[src/design/id3_pkg.sv]
package id3_pkg;

  // Limits of the extractor.
  localparam int TITLE_MAX  = 64;
  localparam int ARTIST_MAX = 64;
  localparam int SCAN_BYTES = 8192;

  // The byte position must be able to hold the scan limit itself.
  localparam int POS_W   = $clog2(SCAN_BYTES + 1);
  localparam int HDR_LEN = 10;
  localparam int FILL_W  = $clog2(HDR_LEN);

  // Result queue geometry, counted in per-byte result groups.
  localparam int QDEPTH = 4;
  localparam int QPTR_W = $clog2(QDEPTH);
  localparam int QCNT_W = $clog2(QDEPTH + 1);

  localparam logic [7:0] TITLE_CAP  = 8'(TITLE_MAX - 1);
  localparam logic [7:0] ARTIST_CAP = 8'(ARTIST_MAX - 1);

  // ASCII codes used to recognize the tag and frame identifiers.
  localparam logic [7:0] CH_I    = 8'h49;
  localparam logic [7:0] CH_D    = 8'h44;
  localparam logic [7:0] CH_T    = 8'h54;
  localparam logic [7:0] CH_P    = 8'h50;
  localparam logic [7:0] CH_E    = 8'h45;
  localparam logic [7:0] CH_1    = 8'h31;
  localparam logic [7:0] CH_2    = 8'h32;
  localparam logic [7:0] CH_3    = 8'h33;
  localparam logic [7:0] MIN_VER = 8'd3;

  // Result kinds.
  localparam logic [1:0] KIND_TITLE   = 2'd0;
  localparam logic [1:0] KIND_ARTIST  = 2'd1;
  localparam logic [1:0] KIND_SUMMARY = 2'd2;

  // Parse status codes.
  localparam logic [1:0] STAT_OK      = 2'd0;
  localparam logic [1:0] STAT_NO_TAG  = 2'd1;
  localparam logic [1:0] STAT_OLD_VER = 2'd2;

  typedef enum logic [1:0] {
    PH_TAGHDR,
    PH_FRAMEHDR,
    PH_BODY,
    PH_DONE
  } phase_t;

  typedef enum logic [1:0] {
    TGT_NONE,
    TGT_TITLE,
    TGT_ARTIST
  } target_t;

  typedef struct packed {
    logic [7:0] data_byte;
    logic       is_last;
  } req_t;

  typedef struct packed {
    logic [1:0]  item_kind;
    logic [7:0]  text_char;
    logic [7:0]  text_index;
    logic [28:0] data_start;
    logic [1:0]  status;
    logic        last_result;
  } res_t;

  // Results caused by one input byte: one or two of them.
  typedef struct packed {
    logic two;
    res_t first;
    res_t second;
  } res_pair_t;

endpackage

[src/design/id3_parse.sv]
module id3_parse
  import id3_pkg::*;
(
  input  logic              clk,
  input  logic              rst,
  input  logic              req_valid,
  output logic              req_ready,
  input  req_t              req,
  input  logic [QCNT_W-1:0] q_count,
  output logic              push,
  output res_pair_t         push_data
);

  typedef struct packed {
    phase_t                 phase;
    logic [POS_W-1:0]       pos;
    logic [HDR_LEN-2:0][7:0] hdr;
    logic [FILL_W-1:0]      fill;
    logic [28:0]            tag_len;
    logic [31:0]            left;
    target_t                target;
    logic [7:0]             count;
    logic [7:0]             limit;
    logic [1:0]             status;
    logic                   past_enc;
  } parse_state_t;

  localparam parse_state_t RESET_STATE = '{
    phase:    PH_TAGHDR,
    pos:      '0,
    hdr:      '0,
    fill:     '0,
    tag_len:  '0,
    left:     '0,
    target:   TGT_NONE,
    count:    '0,
    limit:    '0,
    status:   STAT_OK,
    past_enc: 1'b0
  };

  logic         in_valid;
  req_t         in_req;
  parse_state_t st;
  parse_state_t st_next;

  // Chooses between another frame header and the end of the walk.
  function automatic phase_t walk_on(input logic [POS_W-1:0] p, input logic [28:0] tl);
    if (29'(p) < tl && 32'(p) < 32'(SCAN_BYTES)) begin
      return PH_FRAMEHDR;
    end
    return PH_DONE;
  endfunction

  // There is always room for the group of the item now being processed.
  assign req_ready = (QCNT_W'(q_count) + QCNT_W'(in_valid)) < QCNT_W'(QDEPTH);

  always_ff @(posedge clk) begin
    if (rst) begin
      in_valid <= 1'b0;
      st       <= RESET_STATE;
    end else begin
      in_valid <= req_valid & req_ready;
      if (in_valid) begin
        st <= st_next;
      end
    end
    if (req_valid & req_ready) begin
      in_req <= req;
    end
  end

  always_comb begin
    logic [HDR_LEN-1:0][7:0] h;
    logic [7:0]              b;
    logic [31:0]             fsz;
    logic [7:0]              cap;
    logic                    emit;
    res_t                    chr;
    res_t                    sum;

    b       = in_req.data_byte;
    st_next = st;
    h       = '0;
    fsz     = '0;
    cap     = '0;
    emit    = 1'b0;
    chr     = '0;
    sum     = '0;

    if (st.pos < POS_W'(SCAN_BYTES)) begin
      st_next.pos = st.pos + POS_W'(1);
      case (st.phase)
        PH_TAGHDR, PH_FRAMEHDR: begin
          if (st.fill == FILL_W'(HDR_LEN - 1)) begin
            for (int i = 0; i < HDR_LEN - 1; i++) begin
              h[i] = st.hdr[i];
            end
            h[HDR_LEN-1] = b;
            st_next.fill = '0;
            if (st.phase == PH_TAGHDR) begin
              if (h[0] != CH_I || h[1] != CH_D || h[2] != CH_3) begin
                st_next.tag_len = '0;
                st_next.status  = STAT_NO_TAG;
                st_next.phase   = PH_DONE;
              end else begin
                // Size bytes are combined without dropping their top bits.
                st_next.tag_len = {h[6], 21'b0} | {7'b0, h[7], 14'b0} |
                                  {14'b0, h[8], 7'b0} | {21'b0, h[9]};
                if (h[3] < MIN_VER) begin
                  st_next.status = STAT_OLD_VER;
                  st_next.phase  = PH_DONE;
                end else begin
                  st_next.status = STAT_OK;
                  st_next.phase  = walk_on(st_next.pos, st_next.tag_len);
                end
              end
            end else begin
              fsz = {h[4], h[5], h[6], h[7]};
              st_next.target = TGT_NONE;
              if (h[0] == CH_T && ((h[1] == CH_T && h[2] == CH_2) ||
                  (h[1] == CH_I && h[2] == CH_T && h[3] == CH_2))) begin
                st_next.target = TGT_TITLE;
                cap            = TITLE_CAP;
              end else if (h[0] == CH_T && h[1] == CH_P && (h[2] == CH_1 ||
                           (h[2] == CH_E && h[3] == CH_1))) begin
                st_next.target = TGT_ARTIST;
                cap            = ARTIST_CAP;
              end
              st_next.limit = '0;
              if (fsz != '0) begin
                st_next.limit = ((fsz - 32'd1) < {24'b0, cap}) ? 8'(fsz - 32'd1) : cap;
              end
              st_next.count    = '0;
              st_next.past_enc = 1'b0;
              st_next.left     = fsz;
              if (fsz == '0) begin
                st_next.phase = walk_on(st_next.pos, st.tag_len);
              end else begin
                st_next.phase = PH_BODY;
              end
            end
          end else begin
            st_next.hdr[st.fill] = b;
            st_next.fill         = st.fill + FILL_W'(1);
          end
        end
        PH_BODY: begin
          if (!st.past_enc) begin
            st_next.past_enc = 1'b1;
          end else if (st.target != TGT_NONE && st.count < st.limit) begin
            if (b == 8'd0) begin
              st_next.target = TGT_NONE;
            end else begin
              emit             = 1'b1;
              chr.item_kind    = (st.target == TGT_TITLE) ? KIND_TITLE : KIND_ARTIST;
              chr.text_char    = b;
              chr.text_index   = st.count;
              st_next.count    = st.count + 8'd1;
            end
          end
          st_next.left = st.left - 32'd1;
          if (st.left == 32'd1) begin
            st_next.phase = walk_on(st_next.pos, st.tag_len);
          end
        end
        default: begin
        end
      endcase
    end

    sum.item_kind   = KIND_SUMMARY;
    sum.last_result = 1'b1;
    if (st_next.phase == PH_TAGHDR) begin
      sum.status = STAT_NO_TAG;
    end else begin
      sum.data_start = st_next.tag_len;
      sum.status     = st_next.status;
    end

    push_data = '0;
    push      = in_valid & (emit | in_req.is_last);
    if (emit) begin
      push_data.first  = chr;
      push_data.second = sum;
      push_data.two    = in_req.is_last;
    end else begin
      push_data.first = sum;
    end

    // The buffer ends here; the next byte starts a new file.
    if (in_req.is_last) begin
      st_next = RESET_STATE;
    end
  end

endmodule

[src/design/id3_res_queue.sv]
module id3_res_queue
  import id3_pkg::*;
(
  input  logic              clk,
  input  logic              rst,
  input  logic              push,
  input  res_pair_t         push_data,
  output logic [QCNT_W-1:0] count,
  output logic              res_valid,
  input  logic              res_ready,
  output res_t              res
);

  res_pair_t [QDEPTH-1:0] slots;
  logic [QPTR_W-1:0]      wr_ptr;
  logic [QPTR_W-1:0]      rd_ptr;
  logic                   sub;
  logic                   pop;
  res_pair_t              head;

  assign head      = slots[rd_ptr];
  assign res_valid = (count != '0);
  assign res       = sub ? head.second : head.first;
  // A group leaves the queue once its last result has been taken.
  assign pop       = res_valid & res_ready & (~head.two | sub);

  always_ff @(posedge clk) begin
    if (rst) begin
      wr_ptr <= '0;
      rd_ptr <= '0;
      count  <= '0;
      sub    <= 1'b0;
    end else begin
      if (push) begin
        wr_ptr <= wr_ptr + QPTR_W'(1);
      end
      if (pop) begin
        rd_ptr <= rd_ptr + QPTR_W'(1);
        sub    <= 1'b0;
      end else if (res_valid & res_ready) begin
        sub <= 1'b1;
      end
      count <= count + QCNT_W'(push) - QCNT_W'(pop);
    end
    if (push) begin
      slots[wr_ptr] <= push_data;
    end
  end

endmodule

[src/design/id3v2_tag_text_extractor.sv]
// ID3v2 tag text extractor.
// The request channel (req_valid, req_ready, req) carries the file one byte
// per request from offset 0, with is_last set on the final byte of the
// buffer. The result channel (res_valid, res_ready, res) returns title and
// artist characters with their index, and after the last byte one summary
// with the parse status and the audio data start.
// A request accepted at a clock edge is captured in the input register of
// the parse stage and parsed there, and its results are then registered
// into the result queue, whose count drives res_valid. One byte is taken in
// every cycle; the only limit is the result queue of four entries, each
// entry holding the one or two results of a single byte. A byte that
// yields a character and is also the last one occupies the result channel
// for two transfers.
// When the receiver stalls, results wait in the queue and req_ready drops
// once the queue and the parse stage together could not take another byte.
// Synchronous reset empties the queue and the parse stage and puts the
// parser back at the tag header; the same return to the header happens on
// its own after every last byte.
module id3v2_tag_text_extractor
  import id3_pkg::*;
(
  input  logic clk,
  input  logic rst,
  input  logic req_valid,
  output logic req_ready,
  input  req_t req,
  output logic res_valid,
  input  logic res_ready,
  output res_t res
);

  logic [QCNT_W-1:0] q_count;
  logic              push;
  res_pair_t         push_data;

  // Input register, header and frame walk, text copy.
  id3_parse u_parse (
    .clk       (clk),
    .rst       (rst),
    .req_valid (req_valid),
    .req_ready (req_ready),
    .req       (req),
    .q_count   (q_count),
    .push      (push),
    .push_data (push_data)
  );

  // Result register stage: groups of results wait here for the receiver.
  id3_res_queue u_queue (
    .clk       (clk),
    .rst       (rst),
    .push      (push),
    .push_data (push_data),
    .count     (q_count),
    .res_valid (res_valid),
    .res_ready (res_ready),
    .res       (res)
  );

endmodule

[config.mk]
export PLATFORM = sky130hd
export DESIGN_NAME = id3v2_tag_text_extractor
export DESIGN_NICKNAME = d
export VERILOG_FILES = /design/src/design/id3_pkg.sv /design/src/design/id3_parse.sv /design/src/design/id3_res_queue.sv /design/src/design/id3v2_tag_text_extractor.sv
export SDC_FILE = /design/constraint.sdc
export NUM_CORES = 1
export LEC_CHECK = 0
export ABC_AREA = 1
export BUFFER_PORTS_ARGS = -buffer_cell sky130_fd_sc_hd__buf_2
export CAP_MARGIN = 0
export CELL_PAD_IN_SITES_DETAIL_PLACEMENT = 1
export CELL_PAD_IN_SITES_GLOBAL_PLACEMENT = 1
export CORE_MARGIN = 1
export CORE_UTILIZATION = 25
export CTS_CLUSTER_SIZE = 25
export DETAILED_ROUTE_END_ITERATION = 8
export HOLD_SLACK_MARGIN = 0.03
export PLACE_DENSITY = 0.58
export SYNTH_ARGS = -nofsm -noshare
export SYNTH_HDL_FRONTEND = slang
export SYNTH_HIERARCHICAL = 1
export SYNTH_SLANG_ARGS = --single-unit
[constraint.sdc]
create_clock -name clk -period 4.7 [get_ports clk]
set_clock_uncertainty 0.2 [all_clocks]
set_input_delay 0.235 -clock clk [delete_from_list [all_inputs] [get_ports clk]]
set_output_delay 0.235 -clock clk [all_outputs]
set_load 0.005 [all_outputs]
==> results.sh <==
export IMPL_status="finished clean"
export IMPL_drtIter0Drc=1141
export IMPL_slew_viol_final=0
export IMPL_clk_path_buf_depth=3
export IMPL_drt_wl_total_um=84860
export IMPL_fmax_mhz=245.3
export IMPL_grt_pass1_wl_um=130400
export IMPL_syn_cell_area_mm2=0.02760
export IMPL_via_count=21410
export IMPL_crit_path_start_kind="flop"
export IMPL_crit_arrival_ns=4.18
export IMPL_area_growth_synth_to_final_pct=16.11
export IMPL_firstDrtPassIters=5
export IMPL_route_detailed_drc=0
export IMPL_cts_resized=0
export IMPL_grt_overflow=0
export IMPL_hold_path_class="input pin to flop"
export IMPL_die_w_um=334.3
export IMPL_cp_data_required_time_ns=4.81
export IMPL_slowest_stage="nor4_1"
export IMPL_dieArea_mm2=0.1117
export IMPL_crit_chain="ha_1 > nand3_1 > nor4_1 > nand3_1 > nor2_1 > xor2_1 > ha_1 > nand2_1 > inv_1 > nand3_1 > inv_1 > a21oi_1 > nand2_1 > nand3_1 > nand3_1 > o21ai_1 > nand3b_1 > buf_12 > nand2_1 > nor2_1"
export IMPL_synthArstFlopShare_pct=0
export IMPL_synth_distinct_cells=57
export IMPL_netlist_instances=3022
export IMPL_endpoint_kind="flop"
export IMPL_place_port_buffers=64
export IMPL_grt_max_degree=152
export IMPL_ir_drop_uv=290.4
export IMPL_r2r_cells=20
export IMPL_rrSetupSlack_ns=0.62
export IMPL_clk_latency_ns=0.63
export IMPL_p_leak_nw=11.45
export IMPL_setup_tns_ns=0
export IMPL_worstSetupPathType="flop to flop"
export IMPL_cts_htree_levels=3
export IMPL_path_clk_slew_ns=0.06
export IMPL_viasPerCell=4.648
export IMPL_hold_violations=0
export IMPL_critPathMaxFanout=31
export IMPL_cts_buffers_inserted=69
export IMPL_fill_cells=12610
export IMPL_synth_edf_count=413
export IMPL_antenna_found_initial=0
export IMPL_drv_cap=0
export IMPL_ant_nets=0
export IMPL_ios=65
export IMPL_cellPowerDensity_mw_per_mm2=426.0
export IMPL_diodes=0
export IMPL_path_common_cell="nand3_1"
export IMPL_die_h_um=334.3
export IMPL_grt_setup_unrepaired="false"
export IMPL_ys_ff_latch=596
export IMPL_root_buffer="clkbuf_16"
export IMPL_place_hpwl_um=54530
export IMPL_whs_path_depth=2
export IMPL_yosysSeqAreaShare_pct=58.20
export IMPL_grtUsageTotal_pct=15.08
export IMPL_finalCritPeriodShare_pct=86.72
export IMPL_total_power_mw=13.65
export IMPL_max_slew_margin_pct=24.83
export IMPL_gp_congestion=0.8171
export IMPL_fin_nets=3139
export IMPL_syn_area_per_cell_um2=9.134
export IMPL_cts_sinks=596
export IMPL_drive_gt1_share_pct=8.530
export IMPL_cts_tree="built"
export IMPL_initial_core_util_pct=25.29
export IMPL_wl_per_cell_um=18.42
export IMPL_cp_slowest_stage_delay_ns=0.42
export IMPL_yosys_warnings=6
export IMPL_finalSetupViolCount=0
export IMPL_grt_pass1_vias=21910
export IMPL_min_period_ns=4.076
export IMPL_core_mm2=0.1092
export IMPL_rows=121
export IMPL_tightest_slew_ns=1.119
export IMPL_synth_ff_type="edfxtp_1"
-- sequential cells by signal, indices dropped and copies added, names as in the netlist --
name	cells
u_parse/in_req	9
u_queue/count	3
u_parse/st	174
u_parse/in_valid	1
u_queue/slots	404
u_queue/sub	1
u_queue/wr_ptr	2
u_queue/rd_ptr	2
-- cell usage in the layout (no fill, tap or decap), drive strengths merged, types with 7 or more instances in the layout --
master,instances
o22ai,136
nand4,28
clkbuf,93
edfxtp,413
a21oi,179
dlygate4sd3,12
bufinv,9
o21ai,276
dfxtp,183
nand2,650
buf,104
ha,51
conb,17
inv,203
xor2,29
clkinv,25
nor2,503
clkinvlp,7
nor4,9
nor3,33
xnor2,13
o211ai,7
a22oi,16
nand3,92
-- per-layer routing --
metal	vias to the layer above	wire, um	GRT usage [%]
li1	10430	-	-
met1	10600	40470	20.09
met2	278	40000	25.53
met3	100	2882	2.308
met4	0	1506	3.553
met5	-	0	0
-- final timing paths --
kind | from | endpoint
setup / recovery | u_parse/st[158] | u_queue/slots[330]
hold / removal | req[6] | u_parse/in_req[6]
setup reg to reg | u_parse/st[158] | u_queue/slots[330]
hold reg to reg | u_parse/st[10] | u_parse/st[10]
-- layout make-up --
cell class	count	area (um2)	share of cell area (%)
Clock buffer	93	1908	5.954
Multi-Input combinational cell	2081	10040	31.33
Sequential cell	596	16070	50.16
Tap cell	1476	1847	5.762
Timing Repair Buffer	116	905.9	2.827
Inverter	210	810.8	2.530
Clock inverter	34	462.9	1.445
-- worst max-delay path, delay by kind of cell (launching register included) --
family / cells / cell delay, ns
flip-flops: 1 / 0.41
AND/OR/NAND/NOR: 12 / 1.70
AO/OA/AOI/OAI: 2 / 0.32
adder cells (fa/ha/maj): 2 / 0.52
buffers and inverters: 3 / 0.33
XOR/XNOR: 1 / 0.26
-- kinds of logic after synthesis --
kind of cell,synth area share (%)
AO/OA/AOI/OAI,12.57
flip-flops,58.20
adder cells (fa/ha/maj),2.384
XOR/XNOR,1.333
AND/OR/NAND/NOR,19.81
buffers and inverters,5.693
other,0.01359
-- power by group --
group	leakage [nW]	internal [mW]	switching (mW)
sequential	5.24	5.69	0.113
combinational	5.06	0.692	1.59
clock	1.15	3.37	2.20
-- through the flow --
stage	instances	setup slack, ns	utilization [%]	hold slack [ns]	instance area [um2]
after floorplan	3038	0.8727	-	0.1062	27680
after global placement	4467	0.7338	27.08	0.2441	29560
after detailed placement	4467	0.6771	27.08	0.2531	29560
after CTS	4606	0.6131	29.36	0.1135	32050
after global routing	4606	0.2767	29.36	0.1396	32050
final	4606	0.6241	29.36	0.1534	32050
-- cell usage after synthesis (4+ instances only) --
cell      instances  share of area [%]
nand2_1         644                8.8
nor2_1          495                6.7
edfxtp_1        413                 45
inv_1           189                2.6
dfxtp_1         183                 13
a21oi_1         178                3.2
o21ai_0         175                3.2
o22ai_1         136                3.1
o21ai_1         101                1.8
nand3_1          89                1.6
clkbuf_1         74                1.0
ha_1             51                2.3
buf_2            38               0.69
xor2_1           29               0.92
nand4_1          28               0.63
buf_4            24               0.65
nor3_1           23               0.42
a22oi_1          16               0.44
inv_2            14               0.19
xnor2_1          13               0.41
buf_6            10               0.41
nor3_2            9               0.33
nor4_1            9               0.20
o211ai_1          7               0.19
a211oi_1          6               0.16
nand3b_1          6               0.16
buf_1             5              0.068
clkinv_1          5              0.068
nand2_2           5               0.11
nor2_4            5               0.20
o32ai_1           4               0.13
or2_2             4              0.091
-- timing repair --
action	in CTS	in global routing
endpoints found under the hold margin	49	0
hold buffers	12	0
setup buffers	0	0
Power figures use the tool's default switching activity.
